File: src/hdl/mexp_pkg.sv
`timescale 1ns / 1ps
// ----------------------------------------------------------------------------
// mexp_pkg
// shared widths and constants of the modular exponentiation block
// ----------------------------------------------------------------------------
package mexp_pkg;

    localparam int MOD_W = 31;
    localparam int OPD_W = 63;
    localparam int CNT_W = 6;

    localparam logic [MOD_W-1:0] MODULUS_RESET = 31'd1000000007;
    localparam logic [CNT_W-1:0] RED_LAST      = CNT_W'(OPD_W - 1);
    localparam logic [CNT_W-1:0] MUL_LAST      = CNT_W'(MOD_W - 1);

endpackage

File: src/hdl/modular_exponentiation_top.sv
`timescale 1ns / 1ps
// ----------------------------------------------------------------------------
// modular_exponentiation_top
// base to the exponent modulo a configured modulus, right-to-left
// square-and-multiply on one bit-serial modular multiplier
// ----------------------------------------------------------------------------
// usage:
//   the modulus is written on the cfg channel (always ready); write it only
//   while no item is in flight, the block does not enforce this; reset loads
//   1000000007; an input item (base, exponent) is taken when i_in_valid and
//   o_in_ready are high; one item is worked on at a time
//   the base is first reduced one bit a cycle; then for each exponent bit the
//   accumulator is multiplied by the square when the bit is set, and the square
//   is squared while higher bits remain; every product goes through the shared
//   reducer one operand bit a cycle; for exponent 0 only the base reduction runs
//   the result sits in an output register; o_in_ready returns as soon as the
//   result is loaded, so the next item can start while the receiver stalls;
//   a finished item waits in its last state if the previous result was not
//   yet taken
//   reset clears the state machine and the output valid, nothing is pending afterwards
// ----------------------------------------------------------------------------
module modular_exponentiation_top (
    input  logic                       i_clk,
    input  logic                       i_rst_n,
    input  logic                       i_cfg_valid,
    output logic                       o_cfg_ready,
    input  logic [mexp_pkg::MOD_W-1:0] i_modulus,
    input  logic                       i_in_valid,
    output logic                       o_in_ready,
    input  logic [mexp_pkg::OPD_W-1:0] i_base,
    input  logic [mexp_pkg::OPD_W-1:0] i_exponent,
    output logic                       o_out_valid,
    input  logic                       i_out_ready,
    output logic [mexp_pkg::MOD_W-1:0] o_power
);
    import mexp_pkg::*;

    typedef enum logic [2:0] {
        S_IDLE,
        S_RED,
        S_SEL,
        S_MUL,
        S_DONE
    } t_state;

    typedef enum logic {
        OP_ACC,
        OP_SQ
    } t_mul_op;

    t_state             r_state;
    t_mul_op            r_op;
    logic [MOD_W-1:0]   r_modulus;
    logic [OPD_W-1:0]   r_shift;
    logic [OPD_W-1:0]   r_exp;
    logic [MOD_W-1:0]   r_rem;
    logic [MOD_W-1:0]   r_mul_b;
    logic [MOD_W-1:0]   r_acc;
    logic [MOD_W-1:0]   r_sq;
    logic [CNT_W-1:0]   r_cnt;
    logic [MOD_W-1:0]   r_power;
    logic               r_out_valid;

    logic [MOD_W-1:0]   step_x;
    logic [MOD_W+1:0]   step_t;
    logic [MOD_W+2:0]   step_d1;
    logic [MOD_W+2:0]   step_d2;
    logic [MOD_W-1:0]   n_rem;

    // one shift-add-reduce step: rem = (2 * rem + x) mod m, with 2*rem + x < 3m
    always_comb begin
        if (r_state == S_RED) begin
            step_x = {{(MOD_W-1){1'b0}}, r_shift[OPD_W-1]};
        end else begin
            step_x = r_shift[OPD_W-1] ? r_mul_b : '0;
        end
        step_t  = {1'b0, r_rem, 1'b0} + {2'b00, step_x};
        step_d1 = {1'b0, step_t} - {3'b000, r_modulus};
        step_d2 = {1'b0, step_t} - {2'b00, r_modulus, 1'b0};
        priority if (!step_d2[MOD_W+2]) begin
            n_rem = step_d2[MOD_W-1:0];
        end else if (!step_d1[MOD_W+2]) begin
            n_rem = step_d1[MOD_W-1:0];
        end else begin
            n_rem = step_t[MOD_W-1:0];
        end
    end

    always_ff @(posedge i_clk) begin
        if (!i_rst_n) begin
            r_state     <= S_IDLE;
            r_out_valid <= 1'b0;
            r_modulus   <= MODULUS_RESET;
        end else begin
            if (i_cfg_valid) begin
                r_modulus <= i_modulus;
            end
            if (r_out_valid && i_out_ready && r_state != S_DONE) begin
                r_out_valid <= 1'b0;
            end
            unique case (r_state)
                S_IDLE: begin
                    if (i_in_valid) begin
                        r_shift <= i_base;
                        r_rem   <= '0;
                        r_cnt   <= RED_LAST;
                        // a zero modulus gives 0 without any exponent steps
                        r_exp   <= (r_modulus == '0) ? '0 : i_exponent;
                        r_acc   <= (r_modulus == MOD_W'(1) || r_modulus == '0)
                                   ? '0 : MOD_W'(1);
                        r_state <= S_RED;
                    end
                end
                S_RED: begin
                    r_rem   <= n_rem;
                    r_shift <= {r_shift[OPD_W-2:0], 1'b0};
                    if (r_cnt == '0) begin
                        r_sq    <= n_rem;
                        r_state <= S_SEL;
                    end else begin
                        r_cnt <= r_cnt - CNT_W'(1);
                    end
                end
                S_SEL: begin
                    r_rem <= '0;
                    r_cnt <= MUL_LAST;
                    priority if (r_exp == '0) begin
                        r_state <= S_DONE;
                    end else if (r_exp[0]) begin
                        r_shift  <= {r_acc, {(OPD_W-MOD_W){1'b0}}};
                        r_mul_b  <= r_sq;
                        r_op     <= OP_ACC;
                        r_exp[0] <= 1'b0;
                        r_state  <= S_MUL;
                    end else begin
                        r_exp <= {1'b0, r_exp[OPD_W-1:1]};
                        if (r_exp[OPD_W-1:1] == '0) begin
                            r_state <= S_DONE;
                        end else begin
                            r_shift <= {r_sq, {(OPD_W-MOD_W){1'b0}}};
                            r_mul_b <= r_sq;
                            r_op    <= OP_SQ;
                            r_state <= S_MUL;
                        end
                    end
                end
                S_MUL: begin
                    r_rem   <= n_rem;
                    r_shift <= {r_shift[OPD_W-2:0], 1'b0};
                    if (r_cnt == '0) begin
                        if (r_op == OP_ACC) begin
                            r_acc <= n_rem;
                        end else begin
                            r_sq <= n_rem;
                        end
                        r_state <= S_SEL;
                    end else begin
                        r_cnt <= r_cnt - CNT_W'(1);
                    end
                end
                S_DONE: begin
                    if (!r_out_valid || i_out_ready) begin
                        r_power     <= r_acc;
                        r_out_valid <= 1'b1;
                        r_state     <= S_IDLE;
                    end
                end
                default: begin
                    r_state <= S_IDLE;
                end
            endcase
        end
    end

    assign o_cfg_ready = 1'b1;
    assign o_in_ready  = (r_state == S_IDLE);
    assign o_out_valid = r_out_valid;
    assign o_power     = r_power;

    // assertions
    a_busy_after_accept: assert property (@(posedge i_clk) disable iff (!i_rst_n)
        (i_in_valid && o_in_ready) |=> !o_in_ready)
        else $error("input accepted while an item is still in work");

    a_mul_count_range: assert property (@(posedge i_clk) disable iff (!i_rst_n)
        (r_state == S_MUL) |-> (r_cnt <= MUL_LAST))
        else $error("multiply step count out of range");

    a_result_from_done: assert property (@(posedge i_clk) disable iff (!i_rst_n)
        $rose(o_out_valid) |-> ($past(r_state) == S_DONE))
        else $error("result raised outside the done state");

endmodule

File: config.mk
export PLATFORM = sky130hd
export DESIGN_NAME = modular_exponentiation_top
export DESIGN_NICKNAME = d
export VERILOG_FILES = /design/src/hdl/mexp_pkg.sv /design/src/hdl/modular_exponentiation_top.sv
export SDC_FILE = /design/constraint.sdc
export NUM_CORES = 1
export LEC_CHECK = 0
export BUFFER_PORTS_ARGS = -buffer_cell sky130_fd_sc_hd__buf_4
export CAP_MARGIN = 0
export CORE_ASPECT_RATIO = 0.8
export CORE_MARGIN = 5
export CORE_UTILIZATION = 55
export CTS_BUF_LIST = sky130_fd_sc_hd__clkbuf_2 sky130_fd_sc_hd__clkbuf_4 sky130_fd_sc_hd__clkbuf_8
export CTS_CLUSTER_DIAMETER = 150
export DETAILED_ROUTE_END_ITERATION = 10
export PLACE_DENSITY_LB_ADDON = 0.25
export SLEW_MARGIN = 25
export SYNTH_ARGS = -nofsm -noshare
export SYNTH_HDL_FRONTEND = slang
export SYNTH_SLANG_ARGS = --single-unit
File: constraint.sdc
create_clock -name i_clk -period 15.6 [get_ports i_clk]
set_input_delay 1.56 -clock i_clk [delete_from_list [all_inputs] [get_ports i_clk]]
set_output_delay 1.56 -clock i_clk [all_outputs]
set_load 0.01 [all_outputs]
== Yosys cells after proc, flatten, opt, wreduce, memory -nomap -nowiden ==
Index checks and enable logic that the tools add are counted.

* Bits in registers: 323
* Output and inout bits: 34
* Logic and storage cells: 103

* Equal/unequal tests: 18
* $add $sub $neg: 4
* Muxes and demuxes: 42
* Bitwise gates (word level): 1
* Reduce and logical (&&, ||, !) cells: 25

{| class="wikitable"
|+ Operator list
! kind !! number
|-
| 63-bit two-way mux || 7
|-
| 31-bit two-way mux || 13
|-
| 63-bit one-hot mux with 3 select lines || 1
|-
| 63-bit one-hot mux with 2 select lines || 1
|-
| 31-bit one-hot mux with 2 select lines || 2
|-
| 31-bit one-hot mux with 3 select lines || 1
|-
| 63-bit logical NOT || 1
|-
| 62-bit logical NOT || 1
|-
| 62-bit two-way mux || 1
|-
| 33-bit by 31-bit subtractor with 34-bit output || 1
|-
| 33-bit by 32-bit subtractor with 34-bit output || 1
|-
| 32-bit by 31-bit adder with 33-bit output || 1
|-
| 31-bit by 1-bit equality test with 1-bit output (second input constant) || 1
|-
| 31-bit logical NOT || 1
|-
| 5-bit AND reduction || 4
|-
| 3-bit two-way mux || 6
|-
| 2-bit inequality test (second input constant) || 9
|-
| 6-bit one-hot mux with 3 select lines || 1
|-
| 6-bit two-way mux || 2
|-
| 3-bit one-hot mux with 4 select lines || 1
|-
| 4-bit AND reduction || 3
|-
| 3-bit AND reduction || 3
|-
| 3-bit by 2-bit equality test with 1-bit output (second input constant) || 2
|-
| 6-bit logical NOT || 1
|-
| other kinds (14) || 25
|}

== Longest topological paths before layout ==
Gate-level depths: netlist (run 1).

* Word-level depth: 9
* Mapped depth: 31
* Gate-level depth less buffers: 27

== Worst setup path after synthesis (run 1) ==
Ideal clock, no wire load.

* Path type: reg-to-reg
* From: register r_state[2]
* To: register r_sq[12] (data pin)
* Data arrival time: 5.783 ns
* Required time: 15.335 ns
* Period minus slack after synthesis: 6.049 ns
* Slack: 9.551 ns
* Stages on the path, launching flop included: 30
* Path through: dfxtp_1 > clkbuf_1 > inv_1 > nand2_1 > nor2_1 > nor2b_1 > clkbuf_1 > and2_1 > ha_1 > inv_1 > fa_1 > nor2b_1 > o31a_1 > o221ai_1 > a21oi_1 > a21oi_1 > o21ai_0 > a21oi_1 > xnor2_1 > ha_1 > and2_1 > nand3_1 > nor2b_1 > a31o_2 > a311o_1 > a221oi_4 > o211ai_2 > buf_2 > o31ai_1 > inv_1

* Longest elaborated chain between the ends: 9
* Elaborated cells on any way between the ends: 12
* Those cells by class: add/sub: 3; eq/ne: 2; mux: 7

{| class="wikitable"
|+ RTL lines
! what !! RTL line !! text
|-
| start, declared || modular_exponentiation_top.sv:51 || <nowiki>t_state r_state;</nowiki>
|-
| start signal, assigned || modular_exponentiation_top.sv:91 || <nowiki>r_state <= S_IDLE;</nowiki>
|-
| start signal, assigned || modular_exponentiation_top.sv:111 || <nowiki>r_state <= S_RED;</nowiki>
|-
| start signal, assigned || modular_exponentiation_top.sv:119 || <nowiki>r_state <= S_SEL;</nowiki>
|-
| 3-bit by 1-bit equality test with 1-bit output (*) || modular_exponentiation_top.sv:72 || <nowiki>if (r_state == S_RED) begin</nowiki>
|-
| 31-bit two-way mux (*) || modular_exponentiation_top.sv:72 ||
|-
| 32-bit by 31-bit adder with 33-bit output (*) || modular_exponentiation_top.sv:77 || <nowiki>step_t = {1'b0, r_rem, 1'b0} + {2'b00, step_x};</nowiki>
|-
| 33-bit by 31-bit subtractor with 34-bit output || modular_exponentiation_top.sv:78 || <nowiki>step_d1 = {1'b0, step_t} - {3'b000, r_modulus};</nowiki>
|-
| 31-bit two-way mux || modular_exponentiation_top.sv:82 || <nowiki>end else if (!step_d1[MOD_W+2]) begin</nowiki>
|-
| 31-bit two-way mux (*) || modular_exponentiation_top.sv:80 || <nowiki>priority if (!step_d2[MOD_W+2]) begin</nowiki>
|-
| net n_rem[12] || modular_exponentiation_top.sv:68 || <nowiki>logic [MOD_W-1:0] n_rem;</nowiki>
|-
| 31-bit two-way mux || modular_exponentiation_top.sv:151 || <nowiki>if (r_op == OP_ACC) begin</nowiki>
|-
| 31-bit two-way mux || modular_exponentiation_top.sv:150 || <nowiki>if (r_cnt == '0) begin</nowiki>
|-
| 31-bit one-hot mux with 2 select lines (*) || modular_exponentiation_top.sv:101 || <nowiki>unique case (r_state)</nowiki>
|-
| end signal, assigned || modular_exponentiation_top.sv:118 || <nowiki>r_sq <= n_rem;</nowiki>
|-
| end signal, assigned || modular_exponentiation_top.sv:154 || <nowiki>r_sq <= n_rem;</nowiki>
|-
| end, declared || modular_exponentiation_top.sv:59 || <nowiki>logic [MOD_W-1:0] r_sq;</nowiki>
|}

The timed path passes the listed nets; every way through them passes the cells marked *. The select of a mux whose other input is x is not followed.
A chain may end at the register's enable or synchronous reset.

== Final worst setup path (run 1) ==
* From: register r_state[2]
* To: register r_acc[14] (data pin)

* Longest elaborated chain between the ends: 9
* Elaborated cells on any way between the ends: 12
* Those cells by class: add/sub: 3; eq/ne: 2; mux: 6; reduce/logical: 1

{| class="wikitable"
|+ RTL lines
! what !! RTL line !! text
|-
| 3-bit by 1-bit equality test with 1-bit output || modular_exponentiation_top.sv:72 ||
|-
| 31-bit two-way mux || modular_exponentiation_top.sv:72 ||
|-
| 32-bit by 31-bit adder with 33-bit output || modular_exponentiation_top.sv:77 ||
|-
| 33-bit by 31-bit subtractor with 34-bit output || modular_exponentiation_top.sv:78 ||
|-
| 31-bit two-way mux || modular_exponentiation_top.sv:82 ||
|-
| 31-bit two-way mux || modular_exponentiation_top.sv:80 ||
|-
| 31-bit two-way mux || modular_exponentiation_top.sv:151 ||
|-
| 31-bit two-way mux || modular_exponentiation_top.sv:150 ||
|-
| 31-bit one-hot mux with 2 select lines (*) || modular_exponentiation_top.sv:101 ||
|-
| end signal, assigned || modular_exponentiation_top.sv:109 || <nowiki>r_acc <= (r_modulus == MOD_W'(1) || r_modulus == '0)</nowiki>
|-
| end signal, assigned || modular_exponentiation_top.sv:152 || <nowiki>r_acc <= n_rem;</nowiki>
|-
| end, declared || modular_exponentiation_top.sv:58 || <nowiki>logic [MOD_W-1:0] r_acc;</nowiki>
|}

Every way passes the cells marked *; elsewhere a longest branch is shown, timed or not. The select of a mux whose other input is x is not followed.

==> out/metrics.cfg, run 1 <==
[setup_path]
critical_path_class=reg -> reg
endpoint_kind=register
cp-start-kind=register
slowest_stage=nand2_2
reg2regPathDepth=28
reg2reg_slack_ns=7.63
r2r-end=r_acc[14]$_SDFFCE_PN0P_
slowest_delay_ns=0.58
cp.arrival_ns=8.26
crit_top_cell=o21ai_0
r2r_start=r_state[2]$_SDFFE_PN0P_
cp_max_fo=30
required_ns=15.88

[min_path]
hold_end=r_mul_b[8]$_DFFE_PP_
hp-start=r_sq[8]$_DFFE_PP_
worstHoldPathCells=0
worstHoldPathType=reg -> reg

[logic_synthesis]
synth_ff_type=edfxtp_1
syn_area_per_cell_sq_um=10.90
yosysWarnings=0
synth_cell_types=74
ys_seq_elements=323
yosysSeqAreaShare_pct=50.45
synthArstFlopShare_pct=0
syn_inst=1700
syn-cell-area_sq_um=18530
synth_edf_count=288
synth_nets=1959

[layout]
drive_gt1_share_pct=18.13
area_growth_pct=15.60
antenna_cells=0
final_common_cell=edfxtp_1
nets=2135
final_cell_mix=edfxtp_1, buf_4, nand2_1, a21oi_1, ha_1
n_fill_cell=2680

[clocking]
cts_tree=done
clock-sinks=323
cts_root_buf=clkbuf_8
cts_inserted_buffers=50
clock_latency_ns=0.60
htree_levels=2
cts-resized-gates=0
cts_buffer_depth=3
path_clk_slew_ns=0.06
hold_buffers=0
post_cts_buffers=0

[sta]
finalCritPeriodShare_pct=51.11
min_period_ns=7.974
finalHoldViolations=0
slew_headroom_pct=26.08
fin_skew_ns=0.02157
tightest_slew_ns=1.106
setup_tns_ns=0
drv_slew=0
rsz0062_at_grt=no
finalSetupViolCount=0
max_freq_mhz=125.4

[placed_design]
dp_hpwl_mm=39.25
portBuffers=194
place_congestion=0.9510

[global_route]
grt_overflow=0
grt_max_degree=69
antenna_found_initial=1
grt_pass1_vias=13730
grtUsageTotal_pct=27.19
grt_pass1_wl_mm=80.68

[die]
core_area_sq_um=33410
die_h_um=174.2
die_x_um=215.2
initial_core_util_pct=55.47
io_pins=196
rows=60
die_area_sq_um=37490

[pwr]
p_int_uw=2824
p_leak_uw=0.008615
combPwrFrac_pct=61.3
swShare_pct=47.52
seq_power_share_pct=24.6
peakVddDrop_mv=0.1255
p_switching_uw=2557
p_total_uw=5380
cellPowerDensity_nw_per_um2=251.2
pwr-share-clk_pct=14.1

[detailed_routing]
drt_drc_violations_left=0
via_count=14770
wire_per_inst_um=22.53
drtAntennaViolNets=0
drt-total-wl_mm=52.89
drt_first_pass_iters=7
via_per_inst=6.291
drt-initial-drc-count=1702

[run_status]
status=finished clean

[flow_run]
maxCapViolCount=0

==> state kept, by name, indices dropped and copies added (netlist names) <==
| name | cells |
|---|---|
| o_power | 31 |
| r_sq | 31 |
| r_state | 3 |
| r_cnt | 6 |
| r_acc | 31 |
| o_out_valid | 1 |
| r_rem | 31 |
| r_mul_b | 31 |
| r_modulus | 31 |
| r_shift | 63 |
| r_op | 1 |
| r_exp | 63 |
==> worst max path at each step <==
stage	startpoint	endpoint	slack, ns
after CTS	r_state[2]$_SDFFE_PN0P_	r_acc[14]$_SDFFCE_PN0P_	7.79
final	r_state[2]$_SDFFE_PN0P_	r_acc[14]$_SDFFCE_PN0P_	7.63
after global routing	r_state[2]$_SDFFE_PN0P_	r_acc[14]$_SDFFCE_PN0P_	7.12
after global placement	r_state[2]$_SDFFE_PN0P_	r_rem[10]$_SDFFCE_PP0P_	7.73
after floorplan	r_state[2]$_SDFFE_PN0P_	r_sq[12]$_DFFE_PP_	9.55
after detailed placement	r_state[2]$_SDFFE_PN0P_	r_acc[14]$_SDFFCE_PN0P_	7.83
==> stage by stage <==
| step | cells | setup WS, ns | hold slack, ns | cell area (sq um) | util, % |
|---|---|---|---|---|---|
| CTS | 2348 | 7.790 | 0.4397 | 21420 | 64.12 |
| global placement | 2257 | 7.725 | 0.4299 | 20360 | 60.95 |
| finish | 2348 | 7.626 | 0.4479 | 21420 | 64.12 |
| floorplan | 1700 | 9.551 | 0.4204 | 18530 | - |
| detailed placement | 2258 | 7.833 | 0.4300 | 20370 | 60.97 |
| global route | 2348 | 7.116 | 0.4585 | 21420 | 64.12 |
==> synthesized netlist by cell type, drive strengths merged, types with 21 or more instances <==
library cell  number  area share (%)
edfxtp           288              47
nand2            128             2.6
a21oi            102             2.8
ha                94             6.3
nor2              93             1.9
a22o              92             4.3
o21ai             92             2.5
clkbuf            73             1.5
inv               68             1.4
xnor2             55             2.6
and2              43             1.5
a21o              42             1.7
dfxtp             35             3.8
nand3             35            0.95
mux2i             34             1.8
a211oi            32             1.3
a22oi             32             1.3
mux2              32             1.9
nor4              29            0.98
nor2b             26            0.88
nor3              26            0.70
xor2              26             1.2
o211ai            22            0.92
and3              21            0.71
==> power groups by stage <==
stage | clock [uW] | combinational [uW] | sequential [uW]
6_report | 760 | 3300 | 1320
5_1_grt | 807 | 3570 | 1330
4_1_cts | 769 | 3190 | 1320
3_5_place_dp | 0 | 3180 | 1330
3_3_place_gp | 0 | 3130 | 1330
2_1_floorplan | 0 | 2310 | 1300
==> worst max-delay path, delay by kind of cell (launching register included) <==
family | cells | cell delay [ns]
AOI/OAI and AO/OA | 12 | 3.46
xor gates and xnor gates | 1 | 0.48
adders and majority gates | 3 | 0.96
buffers and inverters | 3 | 0.49
DFF | 1 | 0.33
and+or+nand+nor | 9 | 1.93
==> routing by layer <==
layer / wire (um) / global-route usage, % / up-vias
met5: 8 / 0 / -
met2: 21360 / 36.68 / 730
met3: 6121 / 8.271 / 62
met1: 24670 / 43.39 / 7113
li1: - / - / 6864
met4: 736 / 4.825 / 2
==> logic make-up after synthesis <==
group / synth area share [%]
adder cells (fa/ha/maj): 6.671
flip-flops: 50.45
other: 0.02024
AND/OR/NAND/NOR: 11.87
buffers and inverters: 3.356
multiplexers: 3.781
XOR/XNOR: 3.828
AO/OA/AOI/OAI: 20.02
==> layout make-up <==
type / instances / area, sq um / area share (%)
Clock buffer: 67 / 840.8 / 3.925
Clock inverter: 23 / 211.5 / 0.9872
Inverter: 68 / 255.2 / 1.192
Multi-Input combinational cell: 1219 / 8617 / 40.23
Sequential cell: 323 / 9349 / 43.64
Tap cell: 434 / 543.0 / 2.535
Timing Repair Buffer: 214 / 1604 / 7.488
(Power assumes the default switching activity.)
==> run 2, diff against run 1 <==
==> constraint.sdc (replaced) <==
create_clock -name i_clk -period 7.1 [get_ports i_clk]
set_input_delay 0.71 -clock i_clk [delete_from_list [all_inputs] [get_ports i_clk]]
set_output_delay 0.71 -clock i_clk [all_outputs]
set_load 0.01 [all_outputs]
==> run 2 against run 1 <==
Compared with the run above: register-to-register slack got worse by 7.3 ns; combinational power up 130%; via count is 0.22% lower; total power rose by 130%; die area unchanged; flip-flop and latch count stayed put; clock-buffer cell count decreased by 1; clock power up 120%; non-clock buffer count rose by 6; critical endpoint is now r_acc[8]$_SDFFCE_PN0P_; highest routed layer is now met4.
==> out/metrics.cfg, run 2 (same netlist as run 1, synthesis figures left out) <==
[clocking]
path_clk_slew_ns=0.07  ; about the same
hold_buffers=0  ; unchanged
post_cts_buffers=0  ; unchanged
htree_levels=2  ; unchanged
cts_inserted_buffers=51  ; +2.0%
cts-resized-gates=0  ; unchanged
clock_latency_ns=0.63  ; +0.03 ns
cts_tree=done
clock-sinks=323  ; unchanged
cts_root_buf=clkbuf_8
cts_buffer_depth=3  ; unchanged

[detailed_routing]
drt-total-wl_mm=54.03  ; +2.1%
via_count=14740  ; -0.22%
met1_length_mm=25.85  ; +4.8%
via_per_inst=6.245  ; -0.73%
drt_drc_violations_left=0  ; unchanged
met2RoutedLength_mm=21.74  ; +1.8%
wire_per_inst_um=22.89  ; +1.6%
drtAntennaViolNets=0  ; unchanged
drt_first_pass_iters=5  ; -2
routed.top_layer=met4
drt-initial-drc-count=1563  ; -8.2%
routed-wl-met3_mm=5.921  ; -3.3%

[pwr]
pwr-share-clk_pct=13.9  ; -0.2 points
combPwrFrac_pct=62.2  ; +0.9 points
p_switching_uw=5855  ; +130%
seq_power_share_pct=23.9  ; -0.7 points
p_leak_uw=0.008679  ; +0.74%
swShare_pct=48.30  ; +0.78 points
p_int_uw=6267  ; +120%
cellPowerDensity_nw_per_um2=562.8  ; +120%
peakVddDrop_mv=0.2979  ; +140%

[global_route]
grt_overflow=0  ; unchanged
grt_max_degree=66  ; -4.3%
antenna_found_initial=0  ; -1
grtUsageTotal_pct=27.12  ; -0.068 points
grt_pass1_vias=13720  ; -0.073%
grt_pass1_wl_mm=80.88  ; +0.25%

[setup_path]
r2r-end=r_acc[8]$_SDFFCE_PN0P_
critical_path_depth=25  ; -11%
reg2regPathDepth=25  ; -11%
cp-startpoint=r_state[2]$_SDFFE_PN0P_
r2r_start=r_state[2]$_SDFFE_PN0P_
endpoint=r_acc[8]$_SDFFCE_PN0P_
slowest_stage=a221oi_4
critical_path_class=reg -> reg
reg2reg_slack_ns=0.32  ; -7.31 ns
path_buf_inv=4  ; +1
slowest_delay_ns=0.52  ; -0.06 ns
critPathTopFamily=compound AO/OA/AOI/OAI gates
cp.arrival_ns=7.10  ; -1.16 ns
endpoint_kind=register
cp_max_fo=33  ; +10%
required_ns=7.42  ; -8.46 ns
cp-start-kind=register

[sta]
slew_headroom_pct=33.75  ; +7.7 points
drv_slew=0  ; unchanged
fin_ws_ns=0.3203  ; -7.306 ns
finalCritPeriodShare_pct=95.49  ; +44 points
tightest_slew_ns=0.9915  ; -0.1146 ns
max_freq_mhz=147.5  ; +18%
finalHoldViolations=0  ; unchanged
finalSetupViolCount=0  ; unchanged
fin_skew_ns=0.03619  ; +0.01462 ns
setup_tns_ns=0  ; unchanged
min_period_ns=6.780  ; -1.194 ns

[layout]
final_common_cell=edfxtp_1
drive_gt1_share_pct=19.21  ; +1.1 points
layoutNonFillerInstCount=2360  ; +0.51%
area_growth_pct=16.23
nets=2144  ; +0.42%
final_cell_mix=edfxtp_1, buf_4, nand2_1, a21oi_1, ha_1
largestRegisters=r_exp: 63 flops, r_shift: 63 flops
antenna_cells=0  ; unchanged

[die]
die_area_sq_um=37490  ; unchanged
die_h_um=174.2  ; unchanged
rows=60  ; unchanged
die_x_um=215.2  ; unchanged
core_area_sq_um=33410  ; unchanged
initial_core_util_pct=55.47  ; unchanged
io_pins=196  ; unchanged

[placed_design]
dp.cells=2264  ; +0.27%
place_congestion=0.9720  ; +2.2%
portBuffers=194  ; unchanged
dp_hpwl_mm=39.32  ; +0.18%
place_ws_ns=0.2941  ; -7.538 ns

[min_path]
worstHoldPathType=in -> reg

[flow_run]
maxCapViolCount=0  ; unchanged

[run_status]
status=finished clean

run 2: cell count changes in the layout (fill, tap and decap cells not counted), sizes merged:
cell,previous run,this run
buf,214,220
bufinv,4,3
clkbuf,67,66
clkinv,18,20
inv,68,72
o211a,4,6
run 2: how the worst min path moves through the flow:
stage,depth (start not counted),end,start
floorplan,0,o_power[0]$_DFFE_PP_,r_acc[0]$_DFFE_PP_
global placement,0,r_mul_b[22]$_DFFE_PP_,r_sq[22]$_DFFE_PP_
detailed placement,0,r_mul_b[11]$_DFFE_PP_,r_sq[11]$_DFFE_PP_
CTS,3,r_modulus[28]$_SDFFE_PN1P_,i_modulus[28]
global route,3,r_modulus[29]$_SDFFE_PN1P_,i_modulus[29]
finish,3,r_modulus[29]$_SDFFE_PN1P_,i_modulus[29]
run 2: through the flow:
step / hold WS, ns / util [%] / instance area (sq um) / total power (uW)
CTS: 0.2791 / 64.27 / 21470 / 11730
detailed placement: 0.4322 / 61.10 / 20410 / 10030
global placement: 0.4235 / 61.10 / 20410 / 9959
finish: 0.3053 / 64.47 / 21540 / 12120
global route: 0.2961 / 64.47 / 21540 / 12790
floorplan: 0.4204 / - / 18530 / 7934
run 2: tightest hold or removal path: stages:
cell and delay (ns):
buf_4 0.07, nand2_1 0.04, o211ai_1 0.06
run 2: layout make-up:
cell class	instances	area, sq um
fill	2659	11870
sequential	323	9350
multi-input combinational	1221	8680
timing repair buffer	220	1652
clock buffer	66	827.0
tap	434	543.0
inverter	68	255.2
clock inverter	28	231.5
run 2: layer usage:
metal | up-vias | global-route usage [%]
met3 | 44 | 6.721
met2 | 743 | 36.41
met4 | 0 | 4.026
met5 | - | 0
li1 | 6893 | -
met1 | 7058 | 44.79
run 2: power by group through the flow:
| stage | Combinational [uW] | Clock [uW] | Sequential (uW) |
|---|---|---|---|
| after global placement | 7040 | 0 | 2920 |
| after CTS | 7140 | 1700 | 2890 |
| final | 7540 | 1680 | 2900 |
| after global routing | 8070 | 1800 | 2920 |
| after floorplan | 5080 | 0 | 2860 |
| after detailed placement | 7110 | 0 | 2920 |
